===== config.mk =====
export PLATFORM = sky130hd
export DESIGN_NAME = round_robin_scheduler_with_sleep
export DESIGN_NICKNAME = d
export VERILOG_FILES = /design/src/rtl/core/rrs_pkg.sv /design/src/rtl/core/rrs_slots.sv /design/src/rtl/core/rrs_seq.sv /design/src/rtl/core/round_robin_scheduler_with_sleep.sv
export SDC_FILE = /design/constraint.sdc
export NUM_CORES = 1
export LEC_CHECK = 0
export BUFFER_PORTS_ARGS = -buffer_cell sky130_fd_sc_hd__buf_2
export CAP_MARGIN = 0
export CORE_MARGIN = 5
export CORE_UTILIZATION = 62
export CTS_BUF_LIST = sky130_fd_sc_hd__clkbuf_16
export CTS_CLUSTER_SIZE = 28
export DETAILED_ROUTE_END_ITERATION = 6
export PLACE_DENSITY = 0.79
export SLEW_MARGIN = 20
export SYNTH_ARGS = -nofsm -noshare
export SYNTH_HDL_FRONTEND = slang
export SYNTH_HIERARCHICAL = 1
export SYNTH_SLANG_ARGS = --single-unit

===== constraint.sdc =====
create_clock -name clk -period 8.52 [get_ports clk]
set_input_delay 0.426 -clock clk [delete_from_list [all_inputs] [get_ports clk]]
set_output_delay 0.426 -clock clk [all_outputs]
set_load 0.05 [all_outputs]

===== src/rtl/core/rrs_pkg.sv =====
// ----------------------------------------------------------------------------
// Round-robin scheduler package
// Shared codes, constants and control structs.
// ----------------------------------------------------------------------------
package rrs_pkg;

	localparam int MAX_TASKS_DEF = 16;
	localparam int TICK_W        = 27;

	localparam logic [15:0] QUANTUM_RST = 16'd10;
	localparam logic [9:0]  TPS_RST     = 10'd100;

	localparam logic [1:0] REQ_TICK   = 2'd0;
	localparam logic [1:0] REQ_CREATE = 2'd1;
	localparam logic [1:0] REQ_TERM   = 2'd2;
	localparam logic [1:0] REQ_SLEEP  = 2'd3;

	localparam logic [1:0] ST_OK     = 2'd0;
	localparam logic [1:0] ST_NOFREE = 2'd1;
	localparam logic [1:0] ST_NORUN  = 2'd2;

	localparam logic REG_QUANTUM = 1'b0;
	localparam logic REG_TPS     = 1'b1;

	typedef struct packed {
		logic scan_start;
		logic scan_step;
		logic claim;
		logic release_slot;
	} slot_cmd_t;

	typedef struct packed {
		logic hit;
		logic last;
	} slot_stat_t;

endpackage


===== src/rtl/core/rrs_slots.sv =====
// ----------------------------------------------------------------------------
// Slot table
// Used bits with a one-slot-per-cycle free-slot scan.
// ----------------------------------------------------------------------------
module rrs_slots #(
	parameter int MAX_TASKS = rrs_pkg::MAX_TASKS_DEF,
	parameter int IDW       = $clog2(MAX_TASKS)
) (
	input  logic               clk,
	input  logic               arst_n,
	input  rrs_pkg::slot_cmd_t cmd,
	input  logic [IDW-1:0]     rel_id,
	output rrs_pkg::slot_stat_t stat,
	output logic [IDW-1:0]     idx
);
	import rrs_pkg::*;

	logic [MAX_TASKS-1:0] used_q;
	logic [IDW-1:0]       idx_q;

	always_ff @(posedge clk or negedge arst_n) begin
		if (!arst_n) begin
			used_q <= '0;
			idx_q  <= '0;
		end else begin
			if (cmd.scan_start)
				idx_q <= '0;
			else if (cmd.scan_step)
				idx_q <= idx_q + 1'b1;
			if (cmd.claim)
				used_q[idx_q] <= 1'b1;
			if (cmd.release_slot)
				used_q[rel_id] <= 1'b0;
		end
	end

	assign stat.hit  = !used_q[idx_q];
	assign stat.last = (idx_q == IDW'(MAX_TASKS - 1));
	assign idx       = idx_q;

endmodule


===== src/rtl/core/rrs_seq.sv =====
// ----------------------------------------------------------------------------
// Scheduler sequencer
// Ready ring, sleeper list and the control that walks them per request.
// ----------------------------------------------------------------------------
module rrs_seq #(
	parameter int MAX_TASKS = rrs_pkg::MAX_TASKS_DEF,
	parameter int IDW       = $clog2(MAX_TASKS),
	parameter int CW        = $clog2(MAX_TASKS + 1)
) (
	input  logic                clk,
	input  logic                arst_n,
	input  logic                start,
	input  logic [1:0]          req_type,
	input  logic [15:0]         sleep_seconds,
	input  logic [15:0]         quantum_ticks,
	input  logic [9:0]          ticks_per_second,
	output logic                busy,
	output logic                done,
	output logic [1:0]          status,
	output logic [3:0]          new_id,
	output logic                current_valid,
	output logic [3:0]          current_id,
	output logic                switched,
	output rrs_pkg::slot_cmd_t  slot_cmd,
	output logic [IDW-1:0]      slot_rel,
	input  rrs_pkg::slot_stat_t slot_stat,
	input  logic [IDW-1:0]      slot_idx
);
	import rrs_pkg::*;

	localparam logic [3:0] S_IDLE = 4'd0;
	localparam logic [3:0] S_HEAD = 4'd1;
	localparam logic [3:0] S_FIND = 4'd2;
	localparam logic [3:0] S_SRD  = 4'd3;
	localparam logic [3:0] S_SEV  = 4'd4;
	localparam logic [3:0] S_QNT  = 4'd5;
	localparam logic [3:0] S_FIN  = 4'd6;
	localparam logic [3:0] S_CUR  = 4'd7;

	function automatic logic [IDW-1:0] wrap(input logic [IDW-1:0] a, input logic [CW-1:0] b);
		logic [CW:0] s;
		s = (CW+1)'(a) + (CW+1)'(b);
		if (s >= (CW+1)'(MAX_TASKS))
			s = s - (CW+1)'(MAX_TASKS);
		return s[IDW-1:0];
	endfunction

	logic [3:0]     state_q, state_d;
	logic [1:0]     type_q;
	logic [15:0]    secs_q;
	logic           had_q;
	logic [IDW-1:0] old_q;
	logic [IDW-1:0] head_q;
	logic [CW-1:0]  cnt_q, sc_q, i_q, k_q;
	logic [15:0]    ql_q;
	logic [1:0]     status_q;
	logic [IDW-1:0] newid_q;

	logic [IDW-1:0] ring_mem [MAX_TASKS];
	logic [IDW-1:0] ring_rd_q, ring_ra, ring_wa, ring_wd;
	logic           ring_we;

	logic [IDW-1:0]    sid_mem [MAX_TASKS];
	logic [TICK_W-1:0] stk_mem [MAX_TASKS];
	logic [IDW-1:0]    sid_rd_q, slp_ra, slp_wa, slp_wid;
	logic [TICK_W-1:0] stk_rd_q, slp_wtk;
	logic              slp_we;

	logic [IDW-1:0] tail;
	logic [25:0]    prod;
	logic           now;
	logic [IDW-1:0] cur;
	logic           sw;

	assign tail = wrap(head_q, cnt_q);
	assign prod = 26'(secs_q) * 26'(ticks_per_second);
	assign now  = (cnt_q != '0);
	assign cur  = now ? ring_rd_q : '0;
	assign sw   = (had_q != now) || (had_q && now && (old_q != cur));

	always_comb begin
		state_d  = state_q;
		ring_ra  = head_q;
		ring_we  = 1'b0;
		ring_wa  = tail;
		ring_wd  = '0;
		slp_ra   = i_q[IDW-1:0];
		slp_we   = 1'b0;
		slp_wa   = sc_q[IDW-1:0];
		slp_wid  = ring_rd_q;
		slp_wtk  = TICK_W'(prod);
		slot_cmd = '0;
		slot_rel = ring_rd_q;
		case (state_q)
			S_IDLE: begin
				if (start)
					state_d = S_HEAD;
			end
			S_HEAD: begin
				state_d = S_FIN;
				case (type_q)
					REQ_CREATE: begin
						slot_cmd.scan_start = 1'b1;
						state_d = S_FIND;
					end
					REQ_TERM: begin
						slot_cmd.release_slot = now;
					end
					REQ_SLEEP: begin
						slp_we = now && (sc_q < CW'(MAX_TASKS));
					end
					default: begin
						state_d = S_SRD;
					end
				endcase
			end
			S_FIND: begin
				if (slot_stat.hit) begin
					slot_cmd.claim = 1'b1;
					ring_we = (cnt_q < CW'(MAX_TASKS));
					ring_wd = slot_idx;
					state_d = S_FIN;
				end else if (slot_stat.last) begin
					state_d = S_FIN;
				end else begin
					slot_cmd.scan_step = 1'b1;
				end
			end
			S_SRD: begin
				state_d = (i_q < sc_q) ? S_SEV : S_QNT;
			end
			S_SEV: begin
				if (stk_rd_q <= TICK_W'(1)) begin
					ring_we = (cnt_q < CW'(MAX_TASKS));
					ring_wd = sid_rd_q;
				end else begin
					slp_we  = 1'b1;
					slp_wa  = k_q[IDW-1:0];
					slp_wid = sid_rd_q;
					slp_wtk = stk_rd_q - TICK_W'(1);
				end
				state_d = S_SRD;
			end
			S_QNT: begin
				if (had_q && ql_q <= 16'd1) begin
					ring_we = 1'b1;
					ring_wd = old_q;
				end
				state_d = S_FIN;
			end
			S_FIN: begin
				state_d = S_CUR;
			end
			S_CUR: begin
				state_d = S_IDLE;
			end
			default: begin
				state_d = S_IDLE;
			end
		endcase
	end

	always_ff @(posedge clk) begin
		ring_rd_q <= ring_mem[ring_ra];
		if (ring_we)
			ring_mem[ring_wa] <= ring_wd;
	end

	always_ff @(posedge clk) begin
		sid_rd_q <= sid_mem[slp_ra];
		stk_rd_q <= stk_mem[slp_ra];
		if (slp_we) begin
			sid_mem[slp_wa] <= slp_wid;
			stk_mem[slp_wa] <= slp_wtk;
		end
	end

	always_ff @(posedge clk or negedge arst_n) begin
		if (!arst_n) begin
			state_q  <= S_IDLE;
			type_q   <= REQ_TICK;
			secs_q   <= '0;
			had_q    <= 1'b0;
			old_q    <= '0;
			head_q   <= '0;
			cnt_q    <= '0;
			sc_q     <= '0;
			i_q      <= '0;
			k_q      <= '0;
			ql_q     <= QUANTUM_RST;
			status_q <= ST_OK;
			newid_q  <= '0;
		end else begin
			state_q <= state_d;
			if (ring_we && state_q != S_QNT && cnt_q < CW'(MAX_TASKS))
				cnt_q <= cnt_q + 1'b1;
			case (state_q)
				S_IDLE: begin
					if (start) begin
						type_q   <= req_type;
						secs_q   <= sleep_seconds;
						status_q <= ST_OK;
						newid_q  <= '0;
					end
				end
				S_HEAD: begin
					had_q <= now;
					old_q <= ring_rd_q;
					i_q   <= '0;
					k_q   <= '0;
					if (type_q == REQ_TERM || type_q == REQ_SLEEP) begin
						if (!now) begin
							status_q <= ST_NORUN;
						end else begin
							head_q <= wrap(head_q, CW'(1));
							cnt_q  <= cnt_q - 1'b1;
							if (type_q == REQ_SLEEP && sc_q < CW'(MAX_TASKS))
								sc_q <= sc_q + 1'b1;
						end
					end
				end
				S_FIND: begin
					if (slot_stat.hit)
						newid_q <= slot_idx;
					else if (slot_stat.last)
						status_q <= ST_NOFREE;
				end
				S_SEV: begin
					i_q <= i_q + 1'b1;
					if (stk_rd_q > TICK_W'(1))
						k_q <= k_q + 1'b1;
				end
				S_QNT: begin
					sc_q <= k_q;
					if (had_q) begin
						if (ql_q <= 16'd1) begin
							head_q <= wrap(head_q, CW'(1));
							ql_q   <= quantum_ticks;
						end else begin
							ql_q <= ql_q - 1'b1;
						end
					end
				end
				S_CUR: begin
					if (sw && now)
						ql_q <= quantum_ticks;
				end
				default: begin
				end
			endcase
		end
	end

	assign busy          = (state_q != S_IDLE);
	assign done          = (state_q == S_CUR);
	assign status        = status_q;
	assign new_id        = 4'(newid_q);
	assign current_valid = now;
	assign current_id    = 4'(cur);
	assign switched      = sw;

endmodule


===== src/rtl/core/round_robin_scheduler_with_sleep.sv =====
// ----------------------------------------------------------------------------
// Round-robin scheduler with sleep timers
// Slot table, FIFO ready queue and sleeper countdowns behind a command port.
// ----------------------------------------------------------------------------
// channel | handshake           | payload
// request | start / busy        | req_type, sleep_seconds
// result  | done (one cycle)    | status, new_id, current_valid, current_id, switched
// config  | cfg_wr              | cfg_addr, cfg_data
//
// Create scans the slot table one slot per cycle, up to the first free slot or the last slot.
// Tick walks the sleeper list one entry at a time, then updates the quantum.
// Terminate and sleep need neither the slot scan nor the sleeper list walk.
// Reset clears control state at once; no clearing pass. Results cannot be stalled.
module round_robin_scheduler_with_sleep #(
	parameter int MAX_TASKS = rrs_pkg::MAX_TASKS_DEF
) (
	input  logic        clk,
	input  logic        arst_n,
	input  logic        start,
	output logic        busy,
	input  logic [1:0]  req_type,
	input  logic [15:0] sleep_seconds,
	output logic        done,
	output logic [1:0]  status,
	output logic [3:0]  new_id,
	output logic        current_valid,
	output logic [3:0]  current_id,
	output logic        switched,
	input  logic        cfg_wr,
	input  logic        cfg_addr,
	input  logic [15:0] cfg_data
);
	import rrs_pkg::*;

	localparam int IDW = $clog2(MAX_TASKS);

	logic [15:0]    quantum_q;
	logic [9:0]     tps_q;
	slot_cmd_t      slot_cmd;
	slot_stat_t     slot_stat;
	logic [IDW-1:0] slot_rel, slot_idx;

	always_ff @(posedge clk or negedge arst_n) begin
		if (!arst_n) begin
			quantum_q <= QUANTUM_RST;
			tps_q     <= TPS_RST;
		end else if (cfg_wr) begin
			case (cfg_addr)
				REG_QUANTUM: quantum_q <= cfg_data;
				REG_TPS:     tps_q     <= cfg_data[9:0];
				default:     ;
			endcase
		end
	end

	rrs_slots #(.MAX_TASKS(MAX_TASKS)) u_slots (
		.clk    (clk),
		.arst_n (arst_n),
		.cmd    (slot_cmd),
		.rel_id (slot_rel),
		.stat   (slot_stat),
		.idx    (slot_idx)
	);

	rrs_seq #(.MAX_TASKS(MAX_TASKS)) u_seq (
		.clk              (clk),
		.arst_n           (arst_n),
		.start            (start),
		.req_type         (req_type),
		.sleep_seconds    (sleep_seconds),
		.quantum_ticks    (quantum_q),
		.ticks_per_second (tps_q),
		.busy             (busy),
		.done             (done),
		.status           (status),
		.new_id           (new_id),
		.current_valid    (current_valid),
		.current_id       (current_id),
		.switched         (switched),
		.slot_cmd         (slot_cmd),
		.slot_rel         (slot_rel),
		.slot_stat        (slot_stat),
		.slot_idx         (slot_idx)
	);

endmodule


==> results.json <==
{
  "fin_crit_ns": 6.82,
  "core_area_sq_um": 54800,
  "path_cells": "nand2_1, fa_1, fa_1, inv_1, fa_1, fa_1, inv_1, fa_1, inv_1, ha_1, and3_1, and3_1, a211oi_1, o21bai_1, a21oi_1, mux2i_1, nor2_1",
  "finClkSkew_ns": 0.0260,
  "tightest_slew_ns": 1.18,
  "synth_nets": 2460,
  "hold_class": "in -> reg",
  "async_reset_ff_share_pct": 16.5,
  "final_common_cell": "edfxtp_1",
  "antenna_found_initial": 0,
  "drv_cap": 0,
  "path_class": "reg -> reg",
  "dp_hpwl_microns": 44800,
  "hold_viol": 0,
  "max_freq_mhz": 147,
  "clk_pin_slew_ns": 0.06,
  "rows": 86,
  "clk_latency_ns": 0.63,
  "slowest_delay_ns": 0.88,
  "overflow": 0,
  "r2r_start": "tps_q[9]$_DFFE_PN0P_",
  "fp.dieH_microns": 244,
  "synth_edf_count": 560,
  "rsz0062_at_grt": "false",
  "synth_area_sq_um": 34100,
  "drt-vias-per-instance": 6.50,
  "die_w_microns": 244,
  "layout.cells.non_filler": 3046,
  "layout_common_cells": "edfxtp_1 (560), nand2_1 (168), mux4_2 (165)",
  "slew_headroom_pct": 21.4,
  "critical_path.max_fanout": 17,
  "drive_gt1_share_pct": 20.1,
  "slew_viol_final": 0,
  "r2r_end": "u_seq/stk_mem[11][15]$_DFFE_PP_",
  "reg2reg_depth": 17,
  "dr.first_iter.drc_count": 2071,
  "place.gp.congestion": 0.873,
  "io_pins": 53,
  "clock-sinks": 713,
  "postSynthAreaPerCell_sq_um": 15.3,
  "syn2layout_area_growth_pct": 10.4,
  "grt_max_degree": 121,
  "finalSetupTns_ns": 0,
  "initial_core_util_pct": 62.2,
  "num_vias": 19800,
  "wire_per_inst_microns": 25.8,
  "ys.flop_type": "edfxtp_1",
  "status": "finished clean",
  "h-tree-depth": 3,
  "die_area_sq_um": 59700,
  "ys_warn_count": 6,
  "dp.cells": 2912,
  "grt_pass1_vias": 20300,
  "cts_tree": "built",
  "ant_nets": 0,
  "rrSetupSlack_ns": 1.70,
  "root_buffer": "clkbuf_16",
  "post_cts_resized": 0,
  "fillers": 3500,
  "drc": 0,
  "grt_pass1_wl_microns": 122000,
  "cts_max_path_buffers": 3,
  "ys_ff_latch": 713,
  "grt_usage_pct": 26.7,
  "worstHoldStart": "sleep_seconds[5]",
  "hold-path-cell-count": 2,
  "crit_top_cell": "fa_1",
  "worstPathRequired_ns": 8.78,
  "dr.pass1.iters": 5,
  "ys_seq_area_share_pct": 60.1,
  "hold_end": "u_seq/secs_q[5]$_DFFE_PN0P_",
  "arrival_ns": 7.09,
  "fin_util_pct": 68.7,
  "fin_crit_sh_pct": 80.1,
  "yosys.cell_types.count": 82,
  "crit_path_start_kind": "flip-flop",
  "setup_violations": 0,
  "end_kind": "flip-flop",
  "nets": 2517,
  "wl_microns": 78400,
  "numCtsBuffers": 71,
  "io_buffers": 52,
  "netlist_instances": 2226,
  "antennaDiodeCount": 0,
  "slowest_stage": "nor2_1"
}
[flip-flops by register name, indices dropped and copies added, names as in the netlist, 3 cells and up]
register and count:
u_slots/idx 4, u_seq/stk_rd_q 27, u_seq/secs_q 16, u_seq/ql_q 16, u_seq/old_q 4, tps_q 10, u_seq/cnt_q 5, quantum_q 16
u_slots/used_q 16, u_seq/new_id 4, u_seq/i_q 5, u_seq/slot_rel 4, u_seq/sc_q 5, u_seq/sid_rd_q 4, u_seq/head_q 4, u_seq/k_q 5
u_seq/sid_mem 64, u_seq/stk_mem 432, u_seq/ring_mem 64, u_seq/state_q 3
[cells by family after synthesis]
family | synth area share (%)
AOI/OAI and AO/OA | 5.20
buffers and inverters | 2.89
muxes | 13.2
adders and majority gates | 9.61
xor gates and xnor gates | 1.34
DFF | 60.1
and+or+nand+nor | 7.63
[how the worst max path moves through the flow]
stage / from / endpoint / slack, ns / cells past startpoint
floorplan: tps_q[2]$_DFFE_PN1P_ / u_seq/stk_mem[0][18]$_DFFE_PP_ / 2.23 / 18
global placement: tps_q[5]$_DFFE_PN1P_ / u_seq/stk_mem[6][20]$_DFFE_PP_ / 1.97 / 16
detailed placement: tps_q[4]$_DFFE_PN0P_ / u_seq/stk_mem[5][20]$_DFFE_PP_ / 1.72 / 16
CTS: tps_q[4]$_DFFE_PN0P_ / u_seq/stk_mem[12][20]$_DFFE_PP_ / 1.56 / 16
global route: tps_q[3]$_DFFE_PN0P_ / u_seq/stk_mem[7][13]$_DFFE_PP_ / 1.33 / 19
finish: tps_q[9]$_DFFE_PN0P_ / u_seq/stk_mem[11][15]$_DFFE_PP_ / 1.70 / 17
[per-layer routing]
layer | track usage (%) | vias to the layer above | share of wire [%]
met5 | 0 | - | 0
met4 | 7.87 | 0 | 2.7
met3 | 4.93 | 167 | 9.1
met2 | 42.9 | 1098 | 49
met1 | 38.1 | 10100 | 39
li1 | - | 8463 | -
[synth_stat cells (5+ instances only)]
| cell | count | area share (%) |
|---|---|---|
| a211oi_1 | 6 | 0.13 |
| a21o_1 | 21 | 0.46 |
| a21oi_1 | 67 | 0.98 |
| a221oi_1 | 6 | 0.15 |
| a22o_1 | 7 | 0.18 |
| a22oi_1 | 13 | 0.29 |
| a31oi_1 | 44 | 0.81 |
| and2_1 | 86 | 1.6 |
| and3_1 | 14 | 0.26 |
| buf_1 | 16 | 0.18 |
| buf_2 | 7 | 0.10 |
| clkbuf_1 | 80 | 0.88 |
| dfrtp_1 | 111 | 8.2 |
| dfstp_2 | 7 | 0.54 |
| dfxtp_1 | 35 | 2.1 |
| edfxtp_1 | 560 | 49 |
| fa_1 | 111 | 6.5 |
| ha_1 | 84 | 3.1 |
| inv_1 | 143 | 1.6 |
| mux2_2 | 39 | 1.3 |
| mux2_4 | 10 | 0.44 |
| mux2i_1 | 14 | 0.41 |
| mux4_2 | 165 | 11 |
| nand2_1 | 168 | 1.9 |
| nand2b_1 | 6 | 0.11 |
| nand3_1 | 26 | 0.38 |
| nand3b_1 | 5 | 0.11 |
| nand4_1 | 10 | 0.18 |
| nor2_1 | 108 | 1.2 |
| nor2b_1 | 15 | 0.28 |
| nor3_1 | 23 | 0.34 |
| nor3b_1 | 13 | 0.29 |
| nor4_1 | 9 | 0.17 |
| o211ai_1 | 6 | 0.13 |
| o21ai_0 | 44 | 0.65 |
| o22a_1 | 10 | 0.26 |
| o31ai_1 | 5 | 0.11 |
| or3_1 | 5 | 0.092 |
| xnor2_1 | 29 | 0.75 |
| xor2_1 | 23 | 0.59 |
[critical path, delay by kind of cell, from the launching register on]
kind	cells	cell delay, ns
buf+inv	3	0.18
fa+ha+maj	6	3.07
flops	1	0.69
mux	1	0.14
compound gates	3	0.93
simple gates	4	1.43
[metrics by stage]
step,instance area [sq um],hold slack (ns),worst slack [ns]
final,37600,0.0378,1.70
after global routing,37600,0.0271,1.33
after CTS,37600,0.00989,1.56
after detailed placement,35200,0.487,1.72
after global placement,35200,0.484,1.97
after floorplan,34100,0.130,2.23
[area by class of cell]
cell class	instances	area, sq um	share of cell area (%)
Inverter	143	537	1.43
Clock buffer	71	1780	4.72
Multi-Input combinational cell	1263	12800	34.0
Sequential cell	713	20500	54.5
Clock inverter	61	584	1.55
Timing Repair Buffer	91	571	1.52
Tap cell	704	881	2.34
[repair_timing]
item | in CTS | in global routing
endpoints found under the hold margin | 60 | 0
hold buffers | 1 | 0
buffers inserted | 0 | 0
Power is not shown: default switching activity piles up to over one toggle a cycle in this logic, so the estimate is an artifact.
